$ cat config.mk
export PLATFORM = sky130hd
export DESIGN_NAME = checksummed_frame_receiver
export DESIGN_NICKNAME = d
export VERILOG_FILES = /design/src/rtl/core/cfr_pkg.sv /design/src/rtl/core/checksummed_frame_receiver.sv /design/src/rtl/core/cfr_ram.sv /design/src/rtl/core/cfr_front.sv /design/src/rtl/core/cfr_fifo.sv /design/src/rtl/core/cfr_back.sv
export SDC_FILE = /design/constraint.sdc
export NUM_CORES = 1
export LEC_CHECK = 0
export ABC_AREA = 1
export BUFFER_PORTS_ARGS = -buffer_cell sky130_fd_sc_hd__buf_2
export CAP_MARGIN = 40
export CORE_UTILIZATION = 50
export CTS_BUF_LIST = sky130_fd_sc_hd__clkbuf_16
export CTS_CLUSTER_DIAMETER = 60
export DETAILED_ROUTE_END_ITERATION = 6
export PLACE_DENSITY = 0.79
export SETUP_SLACK_MARGIN = 0.02
export SLEW_MARGIN = 20
export SYNTH_ARGS = -nofsm -noshare
export SYNTH_HDL_FRONTEND = slang
export SYNTH_SLANG_ARGS = --single-unit
$ cat constraint.sdc
create_clock -name clk -period 2.5 [get_ports clk]
set_clock_uncertainty 0.05 [all_clocks]
set_input_delay 0.625 -clock clk [delete_from_list [all_inputs] [get_ports clk]]
set_output_delay 0.625 -clock clk [all_outputs]
set_load 0.02 [all_outputs]
$ cat src/rtl/core/cfr_pkg.sv
//------------------------------------------------------------------------------
// cfr_pkg
// Shared types and constants of the checksummed frame receiver.
//------------------------------------------------------------------------------
package cfr_pkg;

	localparam int MAX_BODY = 14;
	localparam int ADDR_W   = $clog2(MAX_BODY);
	localparam int LEN_W    = 4;
	localparam int Q_DEPTH  = 2;
	localparam int Q_PTR_W  = 1;
	localparam int Q_CNT_W  = 2;

	localparam logic [7:0] START_BYTE = 8'h01;
	localparam logic [7:0] MIN_LEN    = 8'h02;
	localparam logic [7:0] MAX_LEN    = 8'(MAX_BODY);

	localparam logic [2:0] ST_OK       = 3'd0;
	localparam logic [2:0] ST_NO_START = 3'd1;
	localparam logic [2:0] ST_BAD_LEN  = 3'd2;
	localparam logic [2:0] ST_SHORT    = 3'd3;
	localparam logic [2:0] ST_CHECKSUM = 3'd4;

	typedef struct packed {
		logic [2:0]       status;
		logic [LEN_W-1:0] length;
	} cfr_cmd_t;

	typedef struct packed {
		logic              en;
		logic [ADDR_W-1:0] addr;
		logic [7:0]        data;
	} cfr_wr_t;

endpackage

$ cat src/rtl/core/checksummed_frame_receiver.sv
//------------------------------------------------------------------------------
// checksummed_frame_receiver
// Length-prefixed serial frame receiver with an 8-bit negated-sum checksum.
//------------------------------------------------------------------------------
// Each input word is a received byte or a timeout tick. Bytes of a frame body
// are held off while an earlier result is still queued or draining, because
// the body store holds a single frame. A good frame of L bytes leaves as L
// words, each passing a store read, then the output register, and an error
// leaves as one word. A short command queue sits between the parser and the
// emitter, so outside a frame body the parser keeps taking bytes while a
// result waits to be taken, until the queue is full.
module checksummed_frame_receiver
	import cfr_pkg::*;
(
	input  logic        clk,
	input  logic        arst_n,
	input  logic        s_tvalid,
	output logic        s_tready,
	input  logic [7:0]  s_tdata,   // rx_byte
	input  logic [0:0]  s_tuser,   // action
	output logic        m_tvalid,
	input  logic        m_tready,
	output logic [15:0] m_tdata,   // body_byte, body_position, zero fill
	output logic [2:0]  m_tuser,   // frame_status
	output logic        m_tlast    // last_of_run
);

	cfr_cmd_t          push_cmd;
	cfr_cmd_t          head_cmd;
	cfr_wr_t           wr;
	logic              cmd_push;
	logic              cmd_pop;
	logic              cmd_full;
	logic              cmd_empty;
	logic              back_idle;
	logic [ADDR_W-1:0] raddr;
	logic [7:0]        rdata;

	cfr_front u_front (
		.clk       (clk),
		.arst_n    (arst_n),
		.s_tvalid  (s_tvalid),
		.s_tready  (s_tready),
		.s_tdata   (s_tdata),
		.s_tuser   (s_tuser),
		.cmd_full  (cmd_full),
		.cmd_empty (cmd_empty),
		.back_idle (back_idle),
		.cmd_push  (cmd_push),
		.cmd       (push_cmd),
		.wr        (wr)
	);

	cfr_fifo u_fifo (
		.clk      (clk),
		.arst_n   (arst_n),
		.push     (cmd_push),
		.push_cmd (push_cmd),
		.pop      (cmd_pop),
		.head     (head_cmd),
		.full     (cmd_full),
		.empty    (cmd_empty)
	);

	cfr_ram #(
		.WIDTH (8),
		.DEPTH (MAX_BODY)
	) u_store (
		.clk   (clk),
		.we    (wr.en),
		.waddr (wr.addr),
		.wdata (wr.data),
		.raddr (raddr),
		.rdata (rdata)
	);

	cfr_back u_back (
		.clk       (clk),
		.arst_n    (arst_n),
		.cmd       (head_cmd),
		.cmd_valid (!cmd_empty),
		.cmd_pop   (cmd_pop),
		.idle      (back_idle),
		.raddr     (raddr),
		.rdata     (rdata),
		.m_tvalid  (m_tvalid),
		.m_tready  (m_tready),
		.m_tdata   (m_tdata),
		.m_tuser   (m_tuser),
		.m_tlast   (m_tlast)
	);

endmodule

$ cat src/rtl/core/cfr_ram.sv
//------------------------------------------------------------------------------
// cfr_ram
// Generic single write port, single read port RAM with registered read data.
//------------------------------------------------------------------------------
module cfr_ram #(
	parameter int WIDTH = 8,
	parameter int DEPTH = 14
) (
	input  logic                     clk,
	input  logic                     we,
	input  logic [$clog2(DEPTH)-1:0] waddr,
	input  logic [WIDTH-1:0]         wdata,
	input  logic [$clog2(DEPTH)-1:0] raddr,
	output logic [WIDTH-1:0]         rdata
);

	logic [WIDTH-1:0] mem_q [DEPTH];

	always_ff @(posedge clk) begin
		if (we) begin
			mem_q[waddr] <= wdata;
		end
		rdata <= mem_q[raddr];
	end

endmodule

$ cat src/rtl/core/cfr_front.sv
//------------------------------------------------------------------------------
// cfr_front
// Frame parser: hunts for the start byte, checks the length, stores the body,
// keeps the running sum and issues one command per frame outcome.
//------------------------------------------------------------------------------
module cfr_front
	import cfr_pkg::*;
(
	input  logic       clk,
	input  logic       arst_n,
	input  logic       s_tvalid,
	output logic       s_tready,
	input  logic [7:0] s_tdata,   // rx_byte
	input  logic [0:0] s_tuser,   // action
	input  logic       cmd_full,
	input  logic       cmd_empty,
	input  logic       back_idle,
	output logic       cmd_push,
	output cfr_cmd_t   cmd,
	output cfr_wr_t    wr
);

	typedef enum logic [1:0] {PH_HUNT, PH_LEN, PH_BODY} phase_t;

	phase_t           phase_q;
	logic [LEN_W-1:0] len_q;
	logic [LEN_W-1:0] taken_q;
	logic [7:0]       sum_q;

	logic             accept;
	logic             timeout;
	logic [7:0]       new_sum;
	logic [LEN_W:0]   taken_next;
	logic             len_bad;

	assign timeout    = s_tuser[0];
	assign s_tready   = !cmd_full && (phase_q != PH_BODY || (cmd_empty && back_idle));
	assign accept     = s_tvalid && s_tready;
	assign new_sum    = sum_q + s_tdata;
	assign taken_next = {1'b0, taken_q} + 1'b1;
	assign len_bad    = (s_tdata < MIN_LEN) || (s_tdata > MAX_LEN);

	always_comb begin
		cmd_push   = 1'b0;
		cmd.status = ST_OK;
		cmd.length = len_q;
		wr.en      = 1'b0;
		wr.addr    = ADDR_W'(taken_q);
		wr.data    = s_tdata;
		if (accept) begin
			unique case (phase_q)
				PH_LEN: begin
					if (timeout || len_bad) begin
						cmd_push   = 1'b1;
						cmd.status = ST_BAD_LEN;
					end
				end
				PH_BODY: begin
					if (timeout) begin
						cmd_push   = 1'b1;
						cmd.status = ST_SHORT;
					end else begin
						wr.en = 1'b1;
						if (taken_next >= {1'b0, len_q}) begin
							cmd_push   = 1'b1;
							cmd.status = (new_sum != 8'h00) ? ST_CHECKSUM : ST_OK;
						end
					end
				end
				default: begin
					if (timeout) begin
						cmd_push   = 1'b1;
						cmd.status = ST_NO_START;
					end
				end
			endcase
		end
	end

	always_ff @(posedge clk or negedge arst_n) begin
		if (!arst_n) begin
			phase_q <= PH_HUNT;
			len_q   <= '0;
			taken_q <= '0;
			sum_q   <= '0;
		end else if (accept) begin
			unique case (phase_q)
				PH_LEN: begin
					if (timeout || len_bad) begin
						phase_q <= PH_HUNT;
					end else begin
						len_q   <= s_tdata[LEN_W-1:0];
						taken_q <= '0;
						sum_q   <= s_tdata;
						phase_q <= PH_BODY;
					end
				end
				PH_BODY: begin
					if (timeout) begin
						phase_q <= PH_HUNT;
					end else begin
						taken_q <= taken_next[LEN_W-1:0];
						sum_q   <= new_sum;
						if (taken_next >= {1'b0, len_q}) begin
							phase_q <= PH_HUNT;
						end
					end
				end
				default: begin
					if (!timeout && s_tdata == START_BYTE) begin
						phase_q <= PH_LEN;
					end else begin
						phase_q <= PH_HUNT;
					end
				end
			endcase
		end
	end

	a_store_quiet: assert property (@(posedge clk) disable iff (!arst_n)
		wr.en |-> back_idle && cmd_empty)
		else $error("body store written while a frame drains");

endmodule

$ cat src/rtl/core/cfr_fifo.sv
//------------------------------------------------------------------------------
// cfr_fifo
// Short command queue between the parser and the result emitter.
//------------------------------------------------------------------------------
module cfr_fifo
	import cfr_pkg::*;
(
	input  logic     clk,
	input  logic     arst_n,
	input  logic     push,
	input  cfr_cmd_t push_cmd,
	input  logic     pop,
	output cfr_cmd_t head,
	output logic     full,
	output logic     empty
);

	cfr_cmd_t           entry_q [Q_DEPTH];
	logic [Q_PTR_W-1:0] wr_ptr_q;
	logic [Q_PTR_W-1:0] rd_ptr_q;
	logic [Q_CNT_W-1:0] count_q;

	logic do_pop;

	assign full   = (count_q == Q_CNT_W'(Q_DEPTH));
	assign empty  = (count_q == '0);
	assign head   = entry_q[rd_ptr_q];
	assign do_pop = pop && !empty;

	always_ff @(posedge clk) begin
		if (push) begin
			entry_q[wr_ptr_q] <= push_cmd;
		end
	end

	always_ff @(posedge clk or negedge arst_n) begin
		if (!arst_n) begin
			wr_ptr_q <= '0;
			rd_ptr_q <= '0;
			count_q  <= '0;
		end else begin
			if (push) begin
				wr_ptr_q <= wr_ptr_q + 1'b1;
			end
			if (do_pop) begin
				rd_ptr_q <= rd_ptr_q + 1'b1;
			end
			if (push && !do_pop) begin
				count_q <= count_q + 1'b1;
			end else if (!push && do_pop) begin
				count_q <= count_q - 1'b1;
			end
		end
	end

	a_no_overflow: assert property (@(posedge clk) disable iff (!arst_n)
		push |-> !full || do_pop)
		else $error("command queue overflow");

	a_count_bound: assert property (@(posedge clk) disable iff (!arst_n)
		count_q <= Q_CNT_W'(Q_DEPTH))
		else $error("command queue count out of range");

endmodule

$ cat src/rtl/core/cfr_back.sv
//------------------------------------------------------------------------------
// cfr_back
// Result emitter: turns queued commands into result words, reading the body
// store for a good frame, behind an output register.
//------------------------------------------------------------------------------
module cfr_back
	import cfr_pkg::*;
(
	input  logic              clk,
	input  logic              arst_n,
	input  cfr_cmd_t          cmd,
	input  logic              cmd_valid,
	output logic              cmd_pop,
	output logic              idle,
	output logic [ADDR_W-1:0] raddr,
	input  logic [7:0]        rdata,
	output logic              m_tvalid,
	input  logic              m_tready,
	output logic [15:0]       m_tdata,   // body_byte, body_position, zero fill
	output logic [2:0]        m_tuser,   // frame_status
	output logic              m_tlast    // last_of_run
);

	typedef enum logic [1:0] {B_IDLE, B_READ, B_OUT} state_t;

	state_t           state_q;
	logic [LEN_W-1:0] idx_q;
	logic [LEN_W-1:0] len_q;
	logic [LEN_W-1:0] idx_inc;

	assign idle    = (state_q == B_IDLE);
	assign cmd_pop = idle && cmd_valid;
	assign idx_inc = idx_q + 1'b1;
	assign raddr   = (state_q == B_OUT) ? ADDR_W'(idx_inc) : '0;

	always_ff @(posedge clk or negedge arst_n) begin
		if (!arst_n) begin
			state_q  <= B_IDLE;
			idx_q    <= '0;
			len_q    <= '0;
			m_tvalid <= 1'b0;
			m_tdata  <= '0;
			m_tuser  <= ST_OK;
			m_tlast  <= 1'b0;
		end else begin
			unique case (state_q)
				B_IDLE: begin
					if (cmd_valid) begin
						if (cmd.status != ST_OK) begin
							m_tvalid <= 1'b1;
							m_tdata  <= '0;
							m_tuser  <= cmd.status;
							m_tlast  <= 1'b1;
							state_q  <= B_OUT;
						end else begin
							len_q   <= cmd.length;
							idx_q   <= '0;
							state_q <= B_READ;
						end
					end
				end
				B_READ: begin
					m_tvalid <= 1'b1;
					m_tdata  <= {4'b0000, idx_q, rdata};
					m_tuser  <= ST_OK;
					m_tlast  <= (idx_inc == len_q);
					state_q  <= B_OUT;
				end
				B_OUT: begin
					if (m_tready) begin
						m_tvalid <= 1'b0;
						if (m_tlast) begin
							state_q <= B_IDLE;
						end else begin
							idx_q   <= idx_inc;
							state_q <= B_READ;
						end
					end
				end
				default: begin
					state_q <= B_IDLE;
				end
			endcase
		end
	end

	a_error_word: assert property (@(posedge clk) disable iff (!arst_n)
		m_tvalid && m_tuser != ST_OK |-> m_tlast && m_tdata == '0)
		else $error("error word must be a single zeroed last word");

	a_position_bound: assert property (@(posedge clk) disable iff (!arst_n)
		m_tvalid && m_tuser == ST_OK |-> m_tdata[11:8] < len_q)
		else $error("body position beyond frame length");

endmodule

==> impl_metrics.toml, run 1 <==
[status]
outcome = "completed"

[sta]
relSlewSlack_pct = 63.8
slew_viol_final = 0
setup_slack_ns = 0.0899
finalCriticalPeriod_ns = 2.41
grt_setup_unrepaired = "yes"
tightest_slew_ns = 0.537
fmax_ghz = 0.415
finalCritPeriodShare_pct = 96.4
whs_ns = 0.397
setup_viol = 0
hold_violations = 0

[floorplan]
die_area_um2 = 17200
core_area_um2 = 16100
die_h_um = 131
start_util_pct = 52.0
fp-row-count = 46
die_x_um = 131
io_pins = 35

[synthesis]
synth-seq-area-share_pct = 62.0
syn_area_um2 = 8340
ys_ff_latch = 183
synth_commonest_cells = "nand2_1 (288), edfxtp_1 (126), inv_1 (79), nor2_1 (70), nand3_1 (67)"
ys_async_sr_fraction_pct = 26.8
synth_cells = 863
synth_cell_type_count = 38
synth_edf_count = 126
synth_top_area_cell = "edfxtp_1"
yosysWarnings = 0
avgSynthCellArea_um2 = 9.67
synth_area_leaders = "edfxtp_1 (45%), dfrtp_1 (15%), nand2_1 (13%), nand3_1 (4.0%), inv_1 (3.6%)"
ys.flop_type = "edfxtp_1"
yosysMostFrequentCell = "nand2_1"
synth_top_area_share_pct = 45.4

[global_route]
grtUsageMet1_pct = 28.9
antenna_found_initial = 0
gr-usage-met2_pct = 36.8
grt_max_degree = 55
top_usage_layer = "met2"
grt_pass1_vias = 6017
track_usage_pct = 22.2
grt_pass1_wl_mm = 29.7
gr-total-overflow = 0
met3_usage_pct = 4.51

[placed_design]
hpwlAfterDp_mm = 11.8
port_buffers = 30
dp_slack_ns = -0.0491
place_inst = 1125
place.gp.congestion = 0.890

[cts]
cts_made_buffers = 17
cts_tree = "done"
cts.clk_slew.worst_paths_ns = 0.07
cts_htree_levels = 4
clockRootBuffer = "clkbuf_16"
cts_sinks = 183
clkLatencyLatePin_ns = 0.43
cts_max_path_buffers = 2

[hold_path]
worstHoldEndpoint = "u_back.m_tdata[0]"
min_from = "u_store.rdata[0]"
hold_path_depth = 2
hold_path_class = "flop to flop"

[flow_run]
maxCapViolations = 0

[setup_path]
reg2reg_depth = 16
cp-start-kind = "flop"
rr_startpoint = "u_front.taken_q[1]"
crit_required_ns = 2.76
path_class = "flop to flop"
critPathCaptureType = "flop"
path_cells = "buf_6 > nand3_2 > xor2_2 > ha_1 > inv_1 > a21oi_2 > nor2_2 > nand2_1 > nand2_1 > nand3_2 > nand2_2 > inv_2 > ha_4 > nor2_1 > nand2_1 > xnor2_1"
r2r_end = "u_fifo.count_q[1]"
crit_slowest_cell = "dfrtp_2"
critPathMaxStageDelay_ns = 0.45
crit_arrival_ns = 2.67
crit_top_cell = "nand2_1"
reg2reg_slack_ns = 0.09
cp_max_fo = 4

[drt]
drt-pass1-iter-count = 5
via_per_inst = 5.15
drt_wl_total_mm = 18.1
drt_iter0_markers = 494
wl_per_cell_um = 15.5
route.vias.total = 5999
drc_errors = 0
antenna_left = 0

[layout]
num-fill-cells = 1259
layout.nets = 969
syn_to_final_growth_pct = 16.7
finalNonFillerCells = 1165
fin_util_pct = 60.6
num_antenna_cells = 0
drive_gt1_share_pct = 15.9

[power_and_ir_drop]
ir_worst_vdd_mv = 0.605
power.total_uw = 9280
p_leak_uw = 0.00428
cellPowerDensity_nw_per_um2 = 953
[timing repair]
item,CTS,global route
pin swaps,0,10
setup endpoints to repair,1,49
hold buffers,1,0
hold endpoints to repair,2,0
setup buffers,2,6
gates resized for setup,2,23
[flip-flops by register name, indices dropped and copies added (netlist names)]
| signal | flops |
|---|---|
| u_back.m_tvalid | 1 |
| u_back.len_q | 4 |
| u_fifo.entry_q | 14 |
| u_store.rdata | 8 |
| u_store.mem_q | 112 |
| u_back.idx_q | 4 |
| u_fifo.count_q | 2 |
| u_fifo.rd_ptr_q | 1 |
| u_front.taken_q | 4 |
| u_back.state_q | 2 |
| u_front.phase_q | 2 |
| u_back.m_tlast | 1 |
| u_back.m_tuser | 3 |
| u_fifo.wr_ptr_q | 1 |
| u_front.len_q | 4 |
| u_back.m_tdata | 12 |
| u_front.sum_q | 8 |
[worst max path at each step]
stage | from | endpoint | slack [ns] | cells past startpoint
2_1_floorplan | u_front.taken_q[0] | u_fifo.count_q[1] | 0.11 | 15
3_3_place_gp | s_tdata[0] | u_fifo.entry_q[0][6] | -0.007 | 10
3_5_place_dp | u_front.taken_q[1] | u_fifo.count_q[1] | -0.05 | 15
4_1_cts | u_front.taken_q[0] | u_fifo.count_q[1] | 0.03 | 15
5_1_grt | u_front.taken_q[1] | u_fifo.count_q[1] | -0.04 | 16
6_report | u_front.taken_q[1] | u_fifo.count_q[1] | 0.09 | 16
[cell families after synthesis]
| kind of cell | synth area share [%] |
|---|---|
| AO/OA/AOI/OAI | 4.54 |
| XOR/XNOR | 1.15 |
| adder cells (fa/ha/maj) | 3.09 |
| buffers and inverters | 5.61 |
| flip-flops | 62.0 |
| multiplexers | 0.120 |
| other | 0.0449 |
| AND/OR/NAND/NOR | 23.5 |
[worst max-delay path, delay by kind of cell, from the launching register on]
family	cells	cell delay [ns]
compound gates	1	0.04
xor+xnor	2	0.30
fa+ha+maj	2	0.51
buf+inv	3	0.25
flops	1	0.45
simple gates	8	0.70
[placed cells by master, fill, tap and decap left out, types with 12 or more instances in the layout]
cell type / netlist / routed
nand2_1: 288 / 286
edfxtp_1: 126 / 126
inv_1: 79 / 78
nor2_1: 70 / 68
nand3_1: 67 / 65
dfrtp_1: 49 / 46
buf_4: 5 / 43
o21ai_0: 41 / 41
buf_2: 11 / 30
clkbuf_16: 0 / 17
ha_1: 19 / 15
o21ai_1: 12 / 12
[where the power goes]
part | switching, µW | leakage [µW] | internal, µW
combinational | 1920 | 0.00219 | 909
sequential | 184 | 0.00180 | 3540
clock | 1140 | 0.000291 | 1580
[layout make-up]
| cell class | count | area (µm²) | area share (%) |
|---|---|---|---|
| sequential | 183 | 5170 | 53.1 |
| multi-input combinational | 571 | 2830 | 29.0 |
| timing repair buffer | 79 | 548 | 5.63 |
| clock buffer | 17 | 425 | 4.37 |
| inverter | 84 | 315 | 3.24 |
| tap | 216 | 270 | 2.78 |
| clock inverter | 15 | 178 | 1.82 |
[per-layer routing]
metal / share of wire, % / wire [µm] / vias to the layer above
met4: 2.0 / 364 / 0
met2: 50 / 8990 / 161
li1: - / - / 2970
met3: 5.1 / 921 / 26
met5: 0 / 0 / -
met1: 43 / 7810 / 2842
[metrics by stage]
step / setup TNS (ns) / cell area, µm²
floorplan: 0 / 8350
global placement: -0.0138 / 8940
detailed placement: -0.138 / 8940
CTS: 0 / 9580
global route: -0.0786 / 9740
finish: 0 / 9740
Power figures use the tool's default switching activity.
==> inputs of run 2 (changes only) <==
--- a/config.mk
+++ b/config.mk
@@ -6,13 +6,13 @@
 export NUM_CORES = 1
 export LEC_CHECK = 0
 export ABC_AREA = 1
-export BUFFER_PORTS_ARGS = -buffer_cell sky130_fd_sc_hd__buf_2
 export CAP_MARGIN = 40
 export CORE_UTILIZATION = 50
 export CTS_BUF_LIST = sky130_fd_sc_hd__clkbuf_16
 export CTS_CLUSTER_DIAMETER = 60
 export DETAILED_ROUTE_END_ITERATION = 6
-export PLACE_DENSITY = 0.79
+export DONT_BUFFER_PORTS = 1
+export PLACE_DENSITY = 0.78
 export SETUP_SLACK_MARGIN = 0.02
 export SLEW_MARGIN = 20
 export SYNTH_ARGS = -nofsm -noshare
==> constraint.sdc (replaced) <==
create_clock -name clk -period 2.5 [get_ports clk]
set_clock_uncertainty 0.05 [all_clocks]
set_input_delay 0.625 -clock clk [delete_from_list [all_inputs] [get_ports clk]]
set_output_delay 0.625 -clock clk [all_outputs]
set_load 0.1 [all_outputs]
==> impl_metrics.toml, run 2 (synthesized netlist as in run 1, its figures left out) <==
[status]
outcome = "complete, but fails checks"
failed_checks = "negative setup slack"

[layout]
top_regs = "u_store.mem_q (112), u_fifo.entry_q (14), u_back.m_tdata (12)"
finalInstanceArea_um2 = 9530
fin_util_pct = 59.4
syn_to_final_growth_pct = 14.2
largest_reg_flops = 112
num_antenna_cells = 0
layout_common_cells = "nand2_1 (287), edfxtp_1 (126), inv_1 (79), nor2_1 (70), nand3_1 (65)"
drive_gt1_share_pct = 13.0
final_common_cell = "nand2_1"
layout.nets = 944
finalNonFillerCells = 1140
regMostFlops = "u_store.mem_q"
num-fill-cells = 1279

[global_route]
grt_pass1_vias = 5681
antenna_found_initial = 0
grt_pass1_wl_mm = 28.2
grt_max_degree = 55
gr-total-overflow = 0
track_usage_pct = 21.1

[setup_path]
cp-start-kind = "flop"
crit_arrival_ns = 2.62
critPathCaptureType = "flop"
cp_max_fo = 7
crit_required_ns = 2.59
path_class = "flop to flop"

[power_and_ir_drop]
ir_worst_vdd_mv = 0.661
cellPowerDensity_nw_per_um2 = 1020
p_leak_uw = 0.00417

[cts]
cts_htree_levels = 4
clkLatencyLatePin_ns = 0.43
cts_made_buffers = 17
cts_tree = "done"
cts_max_path_buffers = 2
cts_sinks = 183
clockRootBuffer = "clkbuf_16"
cts.clk_slew.worst_paths_ns = 0.07

[placed_design]
dp_slack_ns = -0.0342
placed_cell_area_um2 = 8840
place_inst = 1100
port_buffers = 0
place.gp.congestion = 0.886
hpwlAfterDp_mm = 11.1

[drt]
drt_wl_total_mm = 17.6
drt_iter0_markers = 578
drc_errors = 0
route.vias.total = 5954
wl_per_cell_um = 15.4
via_per_inst = 5.22
antenna_left = 0
drt-pass1-iter-count = 6

[sta]
tns_ns = -0.160
tightest_slew_ns = 0.608
grt_setup_unrepaired = "yes"
setup_viol = 7
fmax_ghz = 0.396
slew_viol_final = 0
hold_violations = 0
finalCriticalPeriod_ns = 2.53
relSlewSlack_pct = 59.0
finalCritPeriodShare_pct = 101
setup_slack_ns = -0.0254

[floorplan]
die_area_um2 = 17200
fp-row-count = 46
io_pins = 35
die_h_um = 131
die_x_um = 131
start_util_pct = 52.0
core_area_um2 = 16100

[hold_path]
hold_path_class = "input pin to flop"

[flow_run]
maxCapViolations = 0
-- run 2: changes by cell type in the layout (fill, tap and decap cells not counted), sizes merged --
cell / previous run / this run
inv: 87 / 93
clkinv: 7 / 6
buf: 78 / 53
clkinvlp: 2 / 0
bufinv: 3 / 0
-- run 2: layer usage --
metal	track usage [%]	vias up	routed length (µm)
li1	-	2926	-
met1	27.4	2810	7670
met2	35.3	198	8580
met3	3.97	20	1100
met4	7.65	0	267
met5	0	-	0
-- run 2: worst paths after layout --
kind | startpoint | end | slack, ns | depth (start not counted)
max in group asynchronous | arst_n | u_front.taken_q[0] | 1.50 | 2
min | s_tdata[0] | u_store.mem_q[3][0] | 0.23 | 0
max reg2reg | u_front.taken_q[0] | u_fifo.entry_q[1][6] | -0.03 | 13
min reg2reg | u_store.rdata[7] | u_back.m_tdata[7] | 0.39 | 2
max | u_front.taken_q[0] | u_fifo.entry_q[1][6] | -0.03 | 13
min in group asynchronous | arst_n | u_back.m_tuser[1] | 0.65 | 2
-- run 2: layout make-up --
cell class | instances | area (µm²) | area share [%]
Sequential cell | 183 | 5170 | 54.3
Inverter | 84 | 315 | 3.31
Clock inverter | 15 | 121 | 1.27
Clock buffer | 17 | 425 | 4.46
Timing Repair Buffer | 54 | 457 | 4.79
Tap cell | 216 | 270 | 2.84
Multi-Input combinational cell | 571 | 2770 | 29.1
-- run 2: timing repair --
item / CTS / global route
setup endpoints to repair: 2 / 10
endpoints found under the hold margin: 49 / 0
resized for setup: 3 / 9
hold buffers: 2 / 0
setup buffers: 4 / 2
pin swaps: 4 / 9
-- run 2: critical path: stages (launching register included) --
cell     delay (ns)
dfrtp_2        0.42
inv_1          0.10
ha_1           0.33
ha_1           0.28
nand2_1        0.06
inv_1          0.07
nand4_1        0.15
nand2_1        0.12
nand2_1        0.08
nand3_2        0.09
nand2_2        0.07
buf_4          0.14
nor2_1         0.11
buf_4          0.18
-- run 2: stage by stage --
step | hold WS (ns) | total power (µW)
final | 0.233 | 9750
after global routing | 0.218 | 10300
after CTS | 0.224 | 9770
after detailed placement | 0.281 | 7260
after global placement | 0.282 | 7180
after floorplan | 0.279 | 6430
-- run 2: report_power, final --
part           switching (µW)  internal [µW]
Combinational            2580            974
Sequential                176           3540
Clock                    1180           1300
==> inputs of run 3 (changes only) <==
--- a/config.mk
+++ b/config.mk
@@ -12,7 +12,7 @@
 export CTS_CLUSTER_DIAMETER = 60
 export DETAILED_ROUTE_END_ITERATION = 6
 export DONT_BUFFER_PORTS = 1
-export PLACE_DENSITY = 0.78
+export PLACE_DENSITY = 0.75
 export SETUP_SLACK_MARGIN = 0.02
 export SLEW_MARGIN = 20
 export SYNTH_ARGS = -nofsm -noshare
==> constraint.sdc (replaced) <==
create_clock -name clk -period 2.85 [get_ports clk]
set_clock_uncertainty 0.05 [all_clocks]
set_input_delay 0.7125 -clock clk [delete_from_list [all_inputs] [get_ports clk]]
set_output_delay 0.7125 -clock clk [all_outputs]
set_load 0.1 [all_outputs]
==> impl_metrics.toml, run 3 (synthesized netlist as in run 1, its figures left out) <==
[sta]
grt_setup_unrepaired = "no"
finalCriticalPeriod_ns = 2.59
setup_viol = 0
tightest_slew_ns = 0.911
finalCritPeriodShare_pct = 90.9
tns_ns = 0
slew_viol_final = 0
relSlewSlack_pct = 39.2
hold_violations = 0
whs_ns = 0.0721
fmax_ghz = 0.386

[power_and_ir_drop]
clkPwrFrac_pct = 25.7
p_leak_uw = 0.00415
cellPowerDensity_nw_per_um2 = 913
seqPwrFrac_pct = 41.1
ir_worst_vdd_mv = 0.562
sw_frac_of_total_pct = 38.6
netSwitchingPower_uw = 3370
intPower_uw = 5350
power_frac_comb_pct = 33.2

[cts]
cts_htree_levels = 4
cts_made_buffers = 17
clkLatencyLatePin_ns = 0.44
cts_sinks = 183
clockRootBuffer = "clkbuf_16"
cts.clk_slew.worst_paths_ns = 0.06
ctsResizeCount = 0
cts_max_path_buffers = 2
cts_tree = "done"

[floorplan]
die_x_um = 131
core_area_um2 = 16100
die_h_um = 131
die_area_um2 = 17200
io_pins = 35
fp-row-count = 46
start_util_pct = 52.0

[drt]
route.vias.total = 5796
drt-pass1-iter-count = 5
antenna_left = 0
wl_per_cell_um = 15.4
via_per_inst = 5.10
drt_iter0_markers = 454
drt_wl_total_mm = 17.5
drc_errors = 0

[placed_design]
place.gp.congestion = 0.893
hpwlAfterDp_mm = 11.2
place_inst = 1086
port_buffers = 0

[layout]
top_regs = "u_store.mem_q (112), u_fifo.entry_q (14), u_back.m_tdata (12)"
syn_to_final_growth_pct = 14.4
largest_reg_flops = 112
fin_util_pct = 59.5
num_antenna_cells = 0
finalNonFillerCells = 1136
final_common_cell = "nand2_1"
regMostFlops = "u_store.mem_q"
layout_common_cells = "nand2_1 (288), edfxtp_1 (126), inv_1 (80), nor2_1 (70), nand3_1 (67)"
layout.nets = 941
drive_gt1_share_pct = 9.89

[setup_path]
crit_required_ns = 3.12
critPathCaptureType = "flop"
reg2reg_slack_ns = 0.26
path_class = "flop to flop"
cp-start-kind = "flop"
cp_max_fo = 6
reg2reg_depth = 15
r2r_end = "u_fifo.count_q[1]"
startpoint = "u_front.taken_q[0]"
rr_startpoint = "u_front.taken_q[0]"
crit_arrival_ns = 2.86

[status]
outcome = "completed"

[hold_path]
hold_path_class = "input pin to asynchronous set/reset pin"

[global_route]
grt_pass1_vias = 5382
grt_max_degree = 55
antenna_found_initial = 0
gr-total-overflow = 0
track_usage_pct = 21.3
grt_pass1_wl_mm = 27.9

[flow_run]
maxCapViolations = 0
[run 3: changes by cell type in the layout (fill, tap and decap cells not counted), sizes merged]
cell         previous run  this run
buf                    53        35
inv                    93        88
dlygate4sd3             1         0
clkbuf                 17        33
bufinv                  0         2
clkinvlp                0         2
[run 3: worst max-delay path by stage]
stage                              endpoint  slack, ns
final                     u_fifo.count_q[1]       0.26
after global routing      u_fifo.count_q[1]       0.03
after CTS                 u_fifo.count_q[1]       0.27
after detailed placement  u_fifo.count_q[1]       0.29
after global placement    u_fifo.count_q[1]       0.35
after floorplan           u_fifo.count_q[1]       0.46
[run 3: power groups by stage]
| stage | registers (µW) | logic, µW | clock network (µW) |
|---|---|---|---|
| after floorplan | 3930 | 1710 | 0 |
| after global placement | 3930 | 2200 | 0 |
| after detailed placement | 3900 | 2360 | 0 |
| after CTS | 3840 | 2390 | 2290 |
| after global routing | 3620 | 3220 | 2380 |
| final | 3590 | 2890 | 2240 |
[run 3: routing by layer]
layer  routed length [µm]  track usage [%]  vias to the layer above
met5                    0                0                        -
met4                  365             8.82                        0
met3                 1420             5.25                       26
met2                 8270             33.9                      177
met1                 7440             27.8                     2672
li1                     -                -                     2921
[run 3: stage by stage]
| step | setup WS (ns) | power, µW | instance area (µm²) |
|---|---|---|---|
| finish | 0.259 | 8720 | 9550 |
| global route | 0.0348 | 9210 | 9550 |
| CTS | 0.269 | 8520 | 9350 |
| detailed placement | 0.293 | 6260 | 8760 |
| global placement | 0.347 | 6130 | 8700 |
| floorplan | 0.461 | 5640 | 8350 |
[run 3: area by class of cell]
class                      instances  area [µm²]
inverter                          84         315
clock buffer                      17         425
clock inverter                    14         133
tap                              216         270
multi-input combinational        571        2720
fill                            1321        6510
sequential                       183        5170
timing repair buffer              51         517
[run 3: worst max-delay path, cell delays in order (launching register included)]
cell and delay (ns):
dfrtp_1 0.44, ha_1 0.26, xor2_1 0.20, ha_1 0.27, nand2_1 0.06, a21oi_1 0.06, nor2_1 0.13, nand2_1 0.08
nand2_1 0.06, nand3_1 0.08, nand2_1 0.11, inv_1 0.05, ha_1 0.32, nor2_1 0.11, nand2_1 0.07, xnor2_1 0.12
[run 3: repair_timing]
action,CTS,global route
hold buffers,1,0
buffers inserted,0,0
endpoints found under the hold margin,49,0
endpoints found under the setup margin,0,0
